==> config.mk <==
export PLATFORM = sky130hd
export DESIGN_NAME = report_frame_deframer_unit
export DESIGN_NICKNAME = d
export VERILOG_FILES = /design/src/rtl/core/rfd_pkg.sv /design/src/rtl/core/rfd_ram.sv /design/src/rtl/core/rfd_datapath.sv /design/src/rtl/core/rfd_ctrl.sv /design/src/rtl/core/report_frame_deframer_unit.sv
export SDC_FILE = /design/constraint.sdc
export NUM_CORES = 1
export LEC_CHECK = 0
export BUFFER_PORTS_ARGS = -buffer_cell sky130_fd_sc_hd__buf_2
export CAP_MARGIN = 15
export CORE_MARGIN = 2
export CORE_UTILIZATION = 65
export CTS_CLUSTER_DIAMETER = 200
export DETAILED_ROUTE_END_ITERATION = 8
export GPL_TIMING_DRIVEN = 1
export PLACE_DENSITY_LB_ADDON = 0.3
export SYNTH_ARGS = -nofsm -noshare
export SYNTH_HDL_FRONTEND = slang
export SYNTH_SLANG_ARGS = --single-unit
==> constraint.sdc <==
create_clock -name clk -period 12.47 [get_ports clk]
set_input_delay 0.6235 -clock clk [delete_from_list [all_inputs] [get_ports clk]]
set_output_delay 0.6235 -clock clk [all_outputs]
set_load 0.005 [all_outputs]
==> src/rtl/core/rfd_pkg.sv <==
// ----------------------------------------------------------------------------
// Report frame deframer package
// Shared constants, register indexes and controller/datapath interface types.
// ----------------------------------------------------------------------------
package rfd_pkg;

    localparam int POS_W          = 17;
    localparam int LEN_W          = 16;
    localparam int HEADER_BYTES   = 4;
    localparam int FIELDS_START   = 6;
    localparam int ENERGY_START   = 9;
    localparam int FRAME_OVERHEAD = 10;
    localparam int FOOTER_BYTES   = 4;

    localparam logic [31:0] HEADER_RESET = 32'd4059165169;
    localparam logic [31:0] FOOTER_RESET = 32'd4126537205;
    localparam logic [7:0]  STATUS_RESET = 8'd2;
    localparam logic [7:0]  NOTGT_RESET  = 8'd0;

    typedef enum logic [1:0] {
        REG_HEADER_WORD   = 2'd0,
        REG_FOOTER_WORD   = 2'd1,
        REG_HIGHEST_VALID = 2'd2,
        REG_NO_TARGET     = 2'd3
    } rfd_reg_idx_t;

    typedef struct packed {
        logic take;       // latch the accepted input byte
        logic clear;      // return per-buffer state to reset values
        logic rd_en;      // read energy RAMs at the current gate
        logic gate_clr;
        logic gate_inc;
        logic show_err;   // present the error result
    } rfd_cmd_t;

    typedef struct packed {
        logic frame_ok;
        logic gate_last;
    } rfd_stat_t;

endpackage

==> src/rtl/core/rfd_ram.sv <==
// ----------------------------------------------------------------------------
// Generic RAM
// One write port, one read port with registered read data.
// ----------------------------------------------------------------------------
module rfd_ram #(
    parameter int WIDTH = 32,
    parameter int DEPTH = 16
) (
    input  logic                                   clk,
    input  logic                                   wr_en,
    input  logic [((DEPTH > 1) ? $clog2(DEPTH) : 1)-1:0] wr_addr,
    input  logic [WIDTH-1:0]                       wr_data,
    input  logic                                   rd_en,
    input  logic [((DEPTH > 1) ? $clog2(DEPTH) : 1)-1:0] rd_addr,
    output logic [WIDTH-1:0]                       rd_data
);

    logic [WIDTH-1:0] mem [DEPTH];
    logic [WIDTH-1:0] rd_data_reg;

    always_ff @(posedge clk)
    begin
        if (wr_en)
        begin
            mem[wr_addr] <= wr_data;
        end
        if (rd_en)
        begin
            rd_data_reg <= mem[rd_addr];
        end
    end

    assign rd_data = rd_data_reg;

endmodule

==> src/rtl/core/rfd_datapath.sv <==
// ----------------------------------------------------------------------------
// Report frame deframer datapath
// Byte parsing, header/footer checks, field capture, energy RAMs, result mux.
// ----------------------------------------------------------------------------
module rfd_datapath import rfd_pkg::*; #(
    parameter int GATES = 16
) (
    input  logic         clk,
    input  logic         rst_n,
    input  logic         cfg_we,
    input  rfd_reg_idx_t cfg_idx,
    input  logic [31:0]  cfg_data,
    input  logic [7:0]   rx_byte,
    input  rfd_cmd_t     cmd,
    output rfd_stat_t    stat,
    output logic         frame_error,
    output logic [7:0]   detect_status,
    output logic [15:0]  target_distance,
    output logic [3:0]   gate_number,
    output logic [31:0]  moving_energy,
    output logic [31:0]  stationary_energy,
    output logic         last_result
);

    localparam int GW         = (GATES > 1) ? $clog2(GATES) : 1;
    localparam int IW         = $clog2(2 * GATES);
    localparam int ENERGY_END = ENERGY_START + 8 * GATES;
    localparam logic [LEN_W-1:0] MIN_LEN = LEN_W'(3 + 8 * GATES);

    logic [31:0]      hdr_word_reg;
    logic [31:0]      ftr_word_reg;
    logic [7:0]       hi_status_reg;
    logic [7:0]       no_tgt_reg;

    logic [POS_W-1:0] pos_reg,    pos_next;
    logic             hdr_ok_reg, hdr_ok_next;
    logic             ftr_ok_reg, ftr_ok_next;
    logic [LEN_W-1:0] len_reg,    len_next;
    logic [7:0]       status_reg, status_next;
    logic [15:0]      dist_reg,   dist_next;
    logic [23:0]      word_reg,   word_next;
    logic [GW-1:0]    gate_reg,   gate_next;

    logic [POS_W:0]   ftr_base;
    logic [POS_W:0]   ftr_off;
    logic             in_footer;
    logic             in_energy;
    logic [POS_W-1:0] e_off;
    logic [IW-1:0]    e_idx;
    logic             e_static;
    logic             word_done;
    logic             m_we;
    logic             s_we;
    logic [GW-1:0]    m_addr;
    logic [GW-1:0]    s_addr;
    logic [31:0]      full_word;
    logic [31:0]      m_rd;
    logic [31:0]      s_rd;
    logic [7:0]       mapped_status;

    // Configuration registers
    always_ff @(posedge clk or negedge rst_n)
    begin
        if (!rst_n)
        begin
            hdr_word_reg  <= HEADER_RESET;
            ftr_word_reg  <= FOOTER_RESET;
            hi_status_reg <= STATUS_RESET;
            no_tgt_reg    <= NOTGT_RESET;
        end
        else if (cfg_we)
        begin
            unique case (cfg_idx)
                REG_HEADER_WORD:   hdr_word_reg  <= cfg_data;
                REG_FOOTER_WORD:   ftr_word_reg  <= cfg_data;
                REG_HIGHEST_VALID: hi_status_reg <= cfg_data[7:0];
                REG_NO_TARGET:     no_tgt_reg    <= cfg_data[7:0];
            endcase
        end
    end

    assign ftr_base  = (POS_W+1)'(len_reg) + (POS_W+1)'(FIELDS_START);
    assign ftr_off   = (POS_W+1)'(pos_reg) - ftr_base;
    assign in_footer = ((POS_W+1)'(pos_reg) >= ftr_base) &&
                       (ftr_off < (POS_W+1)'(FOOTER_BYTES));

    assign in_energy = (pos_reg >= POS_W'(ENERGY_START)) && (pos_reg < POS_W'(ENERGY_END));
    assign e_off     = pos_reg - POS_W'(ENERGY_START);
    assign e_idx     = e_off[IW+1:2];
    assign e_static  = (e_idx >= IW'(GATES));
    assign word_done = (e_off[1:0] == 2'd3);
    assign full_word = {rx_byte, word_reg};
    assign m_we      = cmd.take && in_energy && word_done && !e_static;
    assign s_we      = cmd.take && in_energy && word_done && e_static;
    assign m_addr    = GW'(e_idx);
    assign s_addr    = GW'(e_idx - IW'(GATES));

    always_comb
    begin
        pos_next    = pos_reg;
        hdr_ok_next = hdr_ok_reg;
        ftr_ok_next = ftr_ok_reg;
        len_next    = len_reg;
        status_next = status_reg;
        dist_next   = dist_reg;
        word_next   = word_reg;
        if (cmd.clear)
        begin
            pos_next    = '0;
            hdr_ok_next = 1'b1;
            ftr_ok_next = 1'b1;
            len_next    = '0;
            status_next = '0;
            dist_next   = '0;
            word_next   = '0;
        end
        else if (cmd.take)
        begin
            priority if (pos_reg < POS_W'(HEADER_BYTES))
            begin
                if (rx_byte != hdr_word_reg[8*pos_reg[1:0] +: 8])
                begin
                    hdr_ok_next = 1'b0;
                end
            end
            else if (pos_reg == POS_W'(4))
            begin
                len_next[7:0] = rx_byte;
            end
            else if (pos_reg == POS_W'(5))
            begin
                len_next[15:8] = rx_byte;
            end
            else if (pos_reg == POS_W'(6))
            begin
                status_next = rx_byte;
            end
            else if (pos_reg == POS_W'(7))
            begin
                dist_next[7:0] = rx_byte;
            end
            else if (pos_reg == POS_W'(8))
            begin
                dist_next[15:8] = rx_byte;
            end
            else if (in_energy)
            begin
                if (word_done)
                begin
                    word_next = '0;
                end
                else
                begin
                    word_next = {rx_byte, word_reg[23:8]};
                end
            end
            // footer position follows the received length; never hits before offset 6
            if (in_footer && (rx_byte != ftr_word_reg[8*ftr_off[1:0] +: 8]))
            begin
                ftr_ok_next = 1'b0;
            end
            if (pos_reg != '1)
            begin
                pos_next = pos_reg + POS_W'(1);
            end
        end
    end

    always_comb
    begin
        gate_next = gate_reg;
        if (cmd.gate_clr)
        begin
            gate_next = '0;
        end
        else if (cmd.gate_inc)
        begin
            gate_next = gate_reg + GW'(1);
        end
    end

    always_ff @(posedge clk or negedge rst_n)
    begin
        if (!rst_n)
        begin
            pos_reg    <= '0;
            hdr_ok_reg <= 1'b1;
            ftr_ok_reg <= 1'b1;
            len_reg    <= '0;
            status_reg <= '0;
            dist_reg   <= '0;
            word_reg   <= '0;
            gate_reg   <= '0;
        end
        else
        begin
            pos_reg    <= pos_next;
            hdr_ok_reg <= hdr_ok_next;
            ftr_ok_reg <= ftr_ok_next;
            len_reg    <= len_next;
            status_reg <= status_next;
            dist_reg   <= dist_next;
            word_reg   <= word_next;
            gate_reg   <= gate_next;
        end
    end

    rfd_ram #(
        .WIDTH (32),
        .DEPTH (GATES)
    ) u_motion_ram (
        .clk     (clk),
        .wr_en   (m_we),
        .wr_addr (m_addr),
        .wr_data (full_word),
        .rd_en   (cmd.rd_en),
        .rd_addr (gate_reg),
        .rd_data (m_rd)
    );

    rfd_ram #(
        .WIDTH (32),
        .DEPTH (GATES)
    ) u_static_ram (
        .clk     (clk),
        .wr_en   (s_we),
        .wr_addr (s_addr),
        .wr_data (full_word),
        .rd_en   (cmd.rd_en),
        .rd_addr (gate_reg),
        .rd_data (s_rd)
    );

    assign stat.frame_ok  = hdr_ok_reg && ftr_ok_reg && (len_reg >= MIN_LEN) &&
                            ((POS_W+1)'(pos_reg) >=
                             (POS_W+1)'(len_reg) + (POS_W+1)'(FRAME_OVERHEAD));
    assign stat.gate_last = (gate_reg == GW'(GATES - 1));

    assign mapped_status = (status_reg > hi_status_reg) ? no_tgt_reg : status_reg;

    assign frame_error       = cmd.show_err;
    assign detect_status     = cmd.show_err ? 8'd0  : mapped_status;
    assign target_distance   = cmd.show_err ? 16'd0 : dist_reg;
    assign gate_number       = cmd.show_err ? 4'd0  : 4'(gate_reg);
    assign moving_energy     = cmd.show_err ? 32'd0 : m_rd;
    assign stationary_energy = cmd.show_err ? 32'd0 : s_rd;
    assign last_result       = cmd.show_err || stat.gate_last;

endmodule

==> src/rtl/core/rfd_ctrl.sv <==
// ----------------------------------------------------------------------------
// Report frame deframer controller
// Sequences byte intake, end-of-buffer check and per-gate or error result output.
// ----------------------------------------------------------------------------
module rfd_ctrl import rfd_pkg::*; (
    input  logic      clk,
    input  logic      rst_n,
    input  logic      in_valid,
    input  logic      end_of_buffer,
    input  logic      out_stall,
    input  rfd_stat_t stat,
    output rfd_cmd_t  cmd,
    output logic      in_stall,
    output logic      out_valid
);

    typedef enum logic [4:0] {
        ST_TAKE  = 5'b00001,
        ST_CHECK = 5'b00010,
        ST_READ  = 5'b00100,
        ST_SHOW  = 5'b01000,
        ST_ERR   = 5'b10000
    } rfd_state_t;

    rfd_state_t state_reg, state_next;
    logic       in_acc;
    logic       out_acc;

    assign in_stall  = (state_reg != ST_TAKE);
    assign out_valid = (state_reg == ST_SHOW) || (state_reg == ST_ERR);
    assign in_acc    = in_valid && !in_stall;
    assign out_acc   = out_valid && !out_stall;

    always_comb
    begin
        state_next = state_reg;
        cmd        = '0;
        unique case (state_reg)
            ST_TAKE:
            begin
                cmd.take = in_acc;
                if (in_acc && end_of_buffer)
                begin
                    state_next = ST_CHECK;
                end
            end
            ST_CHECK:
            begin
                cmd.gate_clr = 1'b1;
                state_next   = stat.frame_ok ? ST_READ : ST_ERR;
            end
            ST_READ:
            begin
                cmd.rd_en  = 1'b1;
                state_next = ST_SHOW;
            end
            ST_SHOW:
            begin
                if (out_acc)
                begin
                    if (stat.gate_last)
                    begin
                        cmd.clear  = 1'b1;
                        state_next = ST_TAKE;
                    end
                    else
                    begin
                        cmd.gate_inc = 1'b1;
                        state_next   = ST_READ;
                    end
                end
            end
            ST_ERR:
            begin
                cmd.show_err = 1'b1;
                if (out_acc)
                begin
                    cmd.clear  = 1'b1;
                    state_next = ST_TAKE;
                end
            end
            default:
            begin
                state_next = ST_TAKE;
            end
        endcase
    end

    always_ff @(posedge clk or negedge rst_n)
    begin
        if (!rst_n)
        begin
            state_reg <= ST_TAKE;
        end
        else
        begin
            state_reg <= state_next;
        end
    end

endmodule

==> src/rtl/core/report_frame_deframer_unit.sv <==
// ----------------------------------------------------------------------------
// Report frame deframer
// Parses one received buffer (header, length, status, distance, per-gate
// energies, footer) and emits an error word or one result word per gate.
// ----------------------------------------------------------------------------
//  channel | direction | handshake            | payload
//  --------+-----------+----------------------+---------------------------------
//  in      | sink      | in_valid / in_stall  | rx_byte, end_of_buffer
//  out     | source    | out_valid / out_stall| frame_error .. last_result
//  cfg     | sink      | cfg_valid / cfg_ready| cfg_index, cfg_data
//
// One byte word per cycle while a buffer is collected. After the marked byte:
// a check state, then for each gate result an energy RAM read state followed
// by a present state, or the error result state; results wait on out_stall.
// Reset restores configuration defaults and per-buffer state; energy RAMs are
// not cleared. Intake stalls from the marked byte until the last result leaves.
// ----------------------------------------------------------------------------
module report_frame_deframer_unit import rfd_pkg::*; #(
    parameter int GATES = 16
) (
    input  logic        clk,
    input  logic        rst_n,
    input  logic        in_valid,
    output logic        in_stall,
    input  logic [7:0]  rx_byte,
    input  logic        end_of_buffer,
    output logic        out_valid,
    input  logic        out_stall,
    output logic        frame_error,
    output logic [7:0]  detect_status,
    output logic [15:0] target_distance,
    output logic [3:0]  gate_number,
    output logic [31:0] moving_energy,
    output logic [31:0] stationary_energy,
    output logic        last_result,
    input  logic        cfg_valid,
    output logic        cfg_ready,
    input  logic [1:0]  cfg_index,
    input  logic [31:0] cfg_data
);

    rfd_cmd_t  cmd;
    rfd_stat_t stat;

    assign cfg_ready = 1'b1;

    rfd_ctrl u_ctrl (
        .clk           (clk),
        .rst_n         (rst_n),
        .in_valid      (in_valid),
        .end_of_buffer (end_of_buffer),
        .out_stall     (out_stall),
        .stat          (stat),
        .cmd           (cmd),
        .in_stall      (in_stall),
        .out_valid     (out_valid)
    );

    rfd_datapath #(
        .GATES (GATES)
    ) u_datapath (
        .clk               (clk),
        .rst_n             (rst_n),
        .cfg_we            (cfg_valid && cfg_ready),
        .cfg_idx           (rfd_reg_idx_t'(cfg_index)),
        .cfg_data          (cfg_data),
        .rx_byte           (rx_byte),
        .cmd               (cmd),
        .stat              (stat),
        .frame_error       (frame_error),
        .detect_status     (detect_status),
        .target_distance   (target_distance),
        .gate_number       (gate_number),
        .moving_energy     (moving_energy),
        .stationary_energy (stationary_energy),
        .last_result       (last_result)
    );

`ifndef SYNTHESIS
    a_no_overlap: assert property (@(posedge clk) disable iff (!rst_n)
        !in_stall |-> !out_valid)
        else $error("result word shown while intake open");

    a_eob_stalls: assert property (@(posedge clk) disable iff (!rst_n)
        (in_valid && !in_stall && end_of_buffer) |=> in_stall)
        else $error("intake not held after end of buffer");

    a_last_reopens: assert property (@(posedge clk) disable iff (!rst_n)
        (out_valid && !out_stall && last_result) |=> (!in_stall && !out_valid))
        else $error("intake not reopened after last result");

    a_err_is_last: assert property (@(posedge clk) disable iff (!rst_n)
        (out_valid && frame_error) |-> (last_result && gate_number == 4'd0))
        else $error("error result not a lone last word");
`endif

endmodule
======== Yosys cells after proc, flatten, opt, wreduce, memory -nomap -nowiden ========
Memories as Yosys holds them, arrays and structs flattened. A register that Yosys moved wholly into a read port is not among the register bits.
Index checks and enable logic that the tools add are counted.
operators by class
  multiplexer cells ....................... 70
  shifts and indexed selects .............. 2
  add/sub/neg operators ................... 7
  reductions and logical operators ........ 45
  equal/unequal tests ..................... 28
  $lt $le $gt $ge ......................... 9
operators with widths
  operator                 number
  $mux W24                 10
  $mux W16                 10
  $mux W8                  14
  $eq A17 B3 Y1 const B    4
  $mux W32                 2
  $shiftx A32 B6 Y8        2
  $mux W17                 3
  $ge A17 B17 Y1           2
  $pmux W5 S5              1
  $reduce_bool A2 Y1       12
  $mux W1                  21
  $mux W5                  4
  $lt A18 B3 Y1 const B    1
  $sub A17 B17 Y18         1
  $add A16 B3 Y17 const B  1
  $add A16 B4 Y17 const B  1
  $add A17 B1 Y17 const B  1
  $eq A17 B4 Y1 const B    1
  $ge A17 B4 Y1 const B    1
  $lt A17 B3 Y1 const B    1
  $lt A17 B8 Y1 const B    1
  $ne A17 B17 Y1 const B   1
  $ge A16 B8 Y1 const B    1
  $ne A8 B8 Y1             2
  other kinds (30)         63
storage, ports and cells
  memories ................................ 2
  flip-flop bits (word level) ............. 172
  word-level logic and storage cells ...... 178
  bits in writable memories ............... 1024
  output and inout bits ................... 97
memory list
  memory                       words  bits a word  read ports  clocked after memory_dff  write ports  RTL line       RTL
  u_datapath.u_motion_ram.mem  16     32           1           1                         1            rfd_ram.sv:18  logic [WIDTH-1:0] mem [DEPTH];
  u_datapath.u_static_ram.mem  16     32           1           1                         1            rfd_ram.sv:18

======== Longest topological paths before layout ========
Gate-level depths: netlist of the first run.
  depth in word-level cells ............... 12
  gate-level depth with buffers ........... 15
  depth with buffers taken out ............ 15

======== Cells and area by module ========
A second synthesis of the first run with hierarchy kept.
unflattened totals
  cell total of the unflattened synthesis .. 2742
  area total of the unflattened synthesis .. 51116.5 sq um
modules (own cells, without submodules)
  module                             seq. area each (sq um)  area each (sq um)  cells an instance  times used
  rfd_ram (u_datapath.u_motion_ram)  16335.7                 20174.3            838                1
  rfd_ram (u_datapath.u_static_ram)  16335.7                 20155.6            838                1
  rfd_datapath                       4237.8                  10390.0            1019               1
  rfd_ctrl                           126.4                   385.4              45                 1
  report_frame_deframer_unit         0.0                     11.3               2                  1

======== Worst setup path before layout of the first run ========
No wires, ideal clock.
  kind .................................... reg-to-reg
  from .................................... register u_ctrl.state_reg[4]
  to ...................................... register u_ctrl.state_reg[0]
  library setup time ...................... 85 ps
  arrival time ............................ 5632 ps
  required time ........................... 12385 ps
  path slack .............................. 6753 ps
  cell stages (with the launch flop) ...... 7
  path through ............................ dfrtp_1 nor2_1 nand2_1 nor3_1 or4_1 a21o_1 o21ai_0
on the way
  word-level cells in the longest chain between the ends .. 6
ends and longest elaborated chain
  element                      RTL line        RTL
  start: declaration           rfd_ctrl.sv:25  rfd_state_t state_reg, state_next;
  start signal: assignment     rfd_ctrl.sv:97  state_reg <= state_next;
  $ne A5 B1 Y1                 rfd_ctrl.sv:29  assign in_stall = (state_reg != ST_TAKE);
  $logic_not A1 Y1             rfd_ctrl.sv:31  assign in_acc = in_valid && !in_stall;
  $logic_and A1 B1 Y1          rfd_ctrl.sv:31
  $logic_and A1 B1 Y1          rfd_ctrl.sv:42  if (in_acc && end_of_buffer)
  $ne A2 B1 Y1 (no line)       -
  $reduce_and A3 Y1 (no line)  -
Parallel ways exist; a longest one is shown, timed or not.
A chain may end at the register's enable or synchronous reset.

======== Worst setup path after layout of the first run ========
  from .................................... register u_datapath.pos_reg[14]
  to ...................................... memory u_datapath.u_static_ram.mem[2][24] (enable)
on the way
  word-level cells in the longest chain between the ends .. 7
ends and longest elaborated chain
  element                                                RTL line             RTL
  start: declaration                                     rfd_datapath.sv:35   logic [POS_W-1:0] pos_reg, pos_next;
  start signal: assignment                               rfd_datapath.sv:197  pos_reg <= pos_next;
  $ge A17 B4 Y1 / $lt A17 B8 Y1 (equally long branches)  rfd_datapath.sv:87   assign in_energy = (pos_reg >= POS_W'(ENERGY_START)) && (pos_reg < POS_W'(ENERGY_END));
  $logic_and A1 B1 Y1 *                                  rfd_datapath.sv:87
  $logic_and A1 B1 Y1 * (3 in series)                    rfd_datapath.sv:94   assign s_we = cmd.take && in_energy && word_done && e_static;
  $mux W1 *                                              rfd_ram.sv:23        if (wr_en)
  $mux W1 (implied by the code) *                        rfd_ram.sv:25        mem[wr_addr] <= wr_data;
  end: declaration                                       rfd_ram.sv:18
Every way passes the cells marked *; elsewhere a longest branch is shown, timed or not.

==> results.json, run 1 <==
{
  "synth_edf_count": 1088,
  "final_cells": 3870,
  "via_count": 27200,
  "gr-usage-all-layers_pct": 32.4,
  "worst_slew_pin_slew_ns": 1.27,
  "multi_input_area_sq_um": 13400,
  "firstDrtPassIters": 5,
  "syn_nets": 2631,
  "post_cts_resized": 0,
  "synth_top_area_cell": "edfxtp_1",
  "grt_pass1_vias": 27600,
  "crit_path_max_fanout": 18,
  "crit_arrival_ns": 4.81,
  "final_layout_size_suffix_gt1_share_pct": 32.4,
  "power_density_nw_per_um2": 193,
  "ir_worst_vdd_v": 0.000149,
  "synth_area_leaders": "edfxtp_1, mux4_2, dfrtp_1",
  "synth_ff_type": "edfxtp_1",
  "period_share_pct": 35.5,
  "drt-wirelength-per-cell_microns": 34.5,
  "cts_setup_buffers": 0,
  "coreArea_sq_um": 77300,
  "slowest_stage": "nor2_4",
  "avgSynthCellArea_sq_um": 20.1,
  "ant_nets": 0,
  "leakage_nw": 19.4,
  "setup_viol_count_final": 0,
  "fin_area_sq_um": 57600,
  "place_area_sq_um": 52900,
  "clock.fmax_mhz": 226,
  "whs_ns": 0.0568,
  "path_delay_family": "simple AND/OR/NAND/NOR gates",
  "path_buf_inv": 1,
  "report.final.slew_viol_count": 0,
  "io_buffers": 143,
  "fillers": 4116,
  "htreeDepth": 3,
  "syn_to_final_growth_pct": 13.5,
  "power_mw": 11.1,
  "gp_congestion": 0.906,
  "cts_hold_buf": 0,
  "finalNetCount": 2829,
  "cts.clk_slew.worst_paths_ns": 0.06,
  "worst_slack_ns": 8.04,
  "cp.depth": 9,
  "async_reset_ff_share_pct": 13.7,
  "layout.cells.most_common": "edfxtp_1",
  "die_x_microns": 284,
  "grt_pass1_wl_microns": 189000,
  "wl_microns": 134000,
  "die_height_microns": 284,
  "first_iter_violations": 3857,
  "synth_area_sq_um": 50800,
  "dp_hpwl_microns": 63500,
  "yosys_warnings": 0,
  "start_util_pct": 65.7,
  "syn_inst": 2532,
  "ys_types": 70,
  "cts_tree": "done",
  "clock_latency_ns": 0.71,
  "layout_common_cells": "edfxtp_1, mux4_2, buf_2",
  "vias_per_cell": 7.03,
  "antenna_found_initial": 6,
  "yosysSeqAreaShare_pct": 72.9,
  "crit_path_start_kind": "flip-flop",
  "final_util_pct": 74.5,
  "io_pins": 145,
  "seq_area_sq_um": 37100,
  "min_path_type": "primary input to asynchronous set/reset pin",
  "slew_headroom_pct": 15.3,
  "cpPeakStageDelay_ns": 0.69,
  "antenna_cells": 0,
  "largestRegisters": "u_datapath.u_motion_ram.mem x512, u_datapath.u_static_ram.mem x512",
  "cp_data_required_time_ns": 12.85,
  "critPathCaptureType": "flip-flop",
  "ys_seq_elements": 1260,
  "maxCapViolations": 0,
  "die-area_sq_um": 80400,
  "clock_skew_ns": 0.0426,
  "cts.sinks": 1260,
  "worstSetupPathType": "flip-flop to flip-flop",
  "grt-ovfl-total": 0,
  "synth.top_cell.area_share_pct": 64.3,
  "rr_worst_depth": 9,
  "rows": 102,
  "period_needed_ns": 4.43,
  "cts-buffers-inserted": 117,
  "drc": 0,
  "hold_viol": 0,
  "pre_cts_slack_ns": 7.89,
  "grt_max_degree": 184,
  "tns_ns": 0,
  "cts_max_path_buffers": 3,
  "numPlacedInstances": 3618,
  "outcome": "complete, no violations",
  "crit_chain": "or4_1 -> or4_1 -> o2111a_1 -> nor4_4 -> nand2_1 -> nor2_1 -> nand2_1 -> nor2_4 -> buf_12",
  "cts_root_buf": "clkbuf_16",
  "rsz0062_at_grt": "false"
}
[final timing paths]
kind	start	endpoint	slack (ns)
max in group asynchronous	rst_n	u_datapath.hdr_word_reg[10]	10.88
min in group clk	end_of_buffer	u_ctrl.state_reg[1]	0.16
setup reg to reg	u_datapath.pos_reg[14]	u_datapath.u_static_ram.mem[2][24]	8.04
setup / recovery	u_datapath.pos_reg[14]	u_datapath.u_static_ram.mem[2][24]	8.04
hold / removal	rst_n	u_datapath.len_reg[15]	0.06
hold reg to reg	u_datapath.dist_reg[6]	u_datapath.dist_reg[6]	0.48
[final cells by class]
class / count / area share (%)
flip-flops and latches: 1260 / 64.3
well taps: 1040 / 2.26
clock inverters: 71 / 1.42
inverters: 24 / 0.156
repair buffers: 216 / 3.12
multi-input cells: 1111 / 23.2
clock buffers: 148 / 5.49
[kinds of logic after synthesis]
kind of cell,count (synthesis),share of synthesized area (%)
other,1,0.00739
AND/OR/NAND/NOR,388,3.94
buffers and inverters,161,1.27
AO/OA/AOI/OAI,150,2.06
multiplexers,451,17.3
XOR/XNOR,70,1.21
flip-flops,1260,72.9
adder cells (fa/ha/maj),51,1.27
[where the power goes]
part           leakage, nW  internal, mW  switching (mW)
clock network         1.94          2.10            1.67
registers             12.0          5.06           0.409
logic                 5.40         0.855            1.05
total                 19.4          8.01            3.12
[synth_stat cells, types with 24 or more instances]
cell / n
xnor2_1: 41
mux2_2: 80
edfxtp_1: 1088
nand2_1: 62
dfrtp_1: 124
xor2_1: 29
buf_1: 34
mux2i_1: 37
ha_1: 50
a21oi_1: 24
clkbuf_1: 94
a22o_1: 25
and2_1: 88
nor2_1: 120
o21ai_0: 31
mux4_2: 334
dfstp_2: 48
[routing by layer]
layer	wire (microns)	vias to the layer above	share of wire [%]	global-route usage (%)
met5	78	-	0.058	0
met4	4970	12	3.7	10.7
met3	13300	316	10	6.14
met2	68000	2176	51	53.8
met1	47200	14100	35	44.2
li1	-	10600	-	-
(Power assumes the default switching activity.)
==> run 2, diff against run 1 <==
--- a/config.mk
+++ b/config.mk
@@ -8,7 +8,7 @@
 export BUFFER_PORTS_ARGS = -buffer_cell sky130_fd_sc_hd__buf_2
 export CAP_MARGIN = 15
 export CORE_MARGIN = 2
-export CORE_UTILIZATION = 65
+export CORE_UTILIZATION = 56
 export CTS_CLUSTER_DIAMETER = 200
 export DETAILED_ROUTE_END_ITERATION = 8
 export GPL_TIMING_DRIVEN = 1
==> constraint.sdc (replaced) <==
create_clock -name clk -period 3.65 [get_ports clk]
set_input_delay 0.1825 -clock clk [delete_from_list [all_inputs] [get_ports clk]]
set_output_delay 0.1825 -clock clk [all_outputs]
set_load 0.005 [all_outputs]
==> run 2 against run 1 <==
Effect of this change:
- clock-buffer cell count grew 12
- largest power group unchanged
- critical path depth shrank 1
- power grew to 3.4 times the previous value
- die area grew 16%
==> results.json, run 2 (synthesized netlist as in run 1, its figures left out) <==
{
  "outcome": "complete, no violations",
  "vias_per_cell": 6.32,
  "rsz0062_at_grt": "false",
  "critPathCaptureType": "flip-flop",
  "grt_max_degree": 138,
  "dp_hpwl_microns": 72600,
  "final_layout_size_suffix_gt1_share_pct": 34.3,
  "met1_length_microns": 47400,
  "p_int_mw": 27.9,
  "crit_path_start_kind": "flip-flop",
  "syn_to_final_growth_pct": 16.6,
  "setup_viol_count_final": 0,
  "tns_ns": 0,
  "wl_met3_microns": 8150,
  "leakage_nw": 20.1,
  "crit_path_max_fanout": 32,
  "ant_nets": 0,
  "power_density_nw_per_um2": 649,
  "seqPwrFrac_pct": 47.5,
  "cts.clk_slew.worst_paths_ns": 0.06,
  "top_layer_used": "met5",
  "gr-usage-all-layers_pct": 26.5,
  "coreArea_sq_um": 89900,
  "largestRegisters": "u_datapath.u_motion_ram.mem x512, u_datapath.u_static_ram.mem x512",
  "multi_input_area_sq_um": 13400,
  "layout.cells.most_common": "edfxtp_1",
  "clock_latency_ns": 0.71,
  "die_x_microns": 305,
  "p_clk_share_pct": 33.4,
  "io_pins": 145,
  "grt-ovfl-total": 0,
  "via_count": 26200,
  "whs_ns": 0.139,
  "fillers": 5695,
  "ir_worst_vdd_v": 0.000700,
  "numPlacedInstances": 3863,
  "path_buf_inv": 1,
  "worst_slew_pin_slew_ns": 1.15,
  "seq_area_sq_um": 37100,
  "power_mw": 38.4,
  "crit_chain": "or4_4 -> or4_1 -> o2111a_1 -> nor4_4 -> and3_2 -> nand2_1 -> nor2_4 -> buf_12",
  "drc": 0,
  "cts_setup_buffers": 0,
  "maxCapViolations": 0,
  "wl_met2_microns": 64300,
  "hold_viol": 0,
  "min_path_type": "primary input to asynchronous set/reset pin",
  "gp_congestion": 0.859,
  "pre_cts_slack_ns": 0.0642,
  "path_delay_family": "simple AND/OR/NAND/NOR gates",
  "io_buffers": 143,
  "die_height_microns": 305,
  "layout_common_cells": "edfxtp_1, mux4_2, buf_2",
  "clock.fmax_mhz": 285,
  "period_needed_ns": 3.50,
  "cts-buffers-inserted": 119,
  "wl_microns": 123000,
  "final_cells": 4136,
  "cp_data_required_time_ns": 4.02,
  "drt-wirelength-per-cell_microns": 29.8,
  "comb_power_share_pct": 19.1,
  "clock_skew_ns": 0.0407,
  "cts.sinks": 1260,
  "slowest_stage": "or4_1",
  "worstSetupPathType": "flip-flop to flip-flop",
  "cpPeakStageDelay_ns": 0.54,
  "power_switching_mw": 10.5,
  "rows": 110,
  "finalNetCount": 2955,
  "cts_max_path_buffers": 3,
  "antenna_found_initial": 2,
  "report.final.slew_viol_count": 0,
  "grt_pass1_wl_microns": 181000,
  "firstDrtPassIters": 5,
  "first_iter_violations": 2610,
  "die-area_sq_um": 93100,
  "swShare_pct": 27.3,
  "cts_tree": "done",
  "htreeDepth": 3,
  "grt_pass1_vias": 26900,
  "start_util_pct": 56.5,
  "period_share_pct": 96.0,
  "worst_slack_ns": 0.145,
  "crit_arrival_ns": 3.88,
  "cts_root_buf": "clkbuf_16",
  "slew_headroom_pct": 23.6
}
## run 2: cell type report
| type | instances | area share (%) |
|---|---|---|
| antenna | 1 | 0.00423 |
| clock buffer | 160 | 5.67 |
| clock inverter | 64 | 1.30 |
| inverter | 24 | 0.152 |
| multi-input combinational | 1111 | 22.7 |
| sequential | 1260 | 62.6 |
| tap | 1176 | 2.49 |
| timing repair buffer | 340 | 5.12 |
## run 2: power groups by stage
stage | combinational, mW | sequential [mW] | clock, mW
5_1_grt | 7.83 | 18.3 | 13.6
2_1_floorplan | 4.40 | 18.2 | 0
4_1_cts | 6.92 | 18.4 | 13.0
3_3_place_gp | 6.62 | 18.6 | 0
6_report | 7.32 | 18.2 | 12.8
3_5_place_dp | 6.81 | 18.7 | 0
## run 2: layer usage
layer	GRT usage [%]	up-vias
li1	-	10900
met1	35.8	13800
met2	45.8	1223
met3	3.55	176
met4	7.08	2
met5	0	-
## run 2: worst paths after layout
check	start	end	slack (ns)	depth (start not counted)
min	rst_n	u_datapath.gate_reg[3]	0.14	2
max reg2reg	u_datapath.pos_reg[9]	u_datapath.u_motion_ram.mem[3][10]	0.15	8
max in group asynchronous	rst_n	u_datapath.ftr_word_reg[31]	2.41	3
max	u_datapath.pos_reg[9]	u_datapath.u_motion_ram.mem[3][10]	0.15	8
min reg2reg	u_datapath.dist_reg[5]	u_datapath.dist_reg[5]	0.49	2
min in group clk	in_valid	u_datapath.pos_reg[16]	0.17	5
## run 2: repair_timing
item	4_1_cts	5_1_grt
resized for setup	0	8
endpoints found under the setup margin	0	401
hold buffers	37	0
endpoints found under the hold margin	167	0
## run 2: metrics by stage
step	area [sq um]	utilization (%)
detailed placement	54500	60.6
floorplan	50900	-
finish	59200	65.9
global route	59200	65.8
global placement	54400	60.6
CTS	59000	65.6
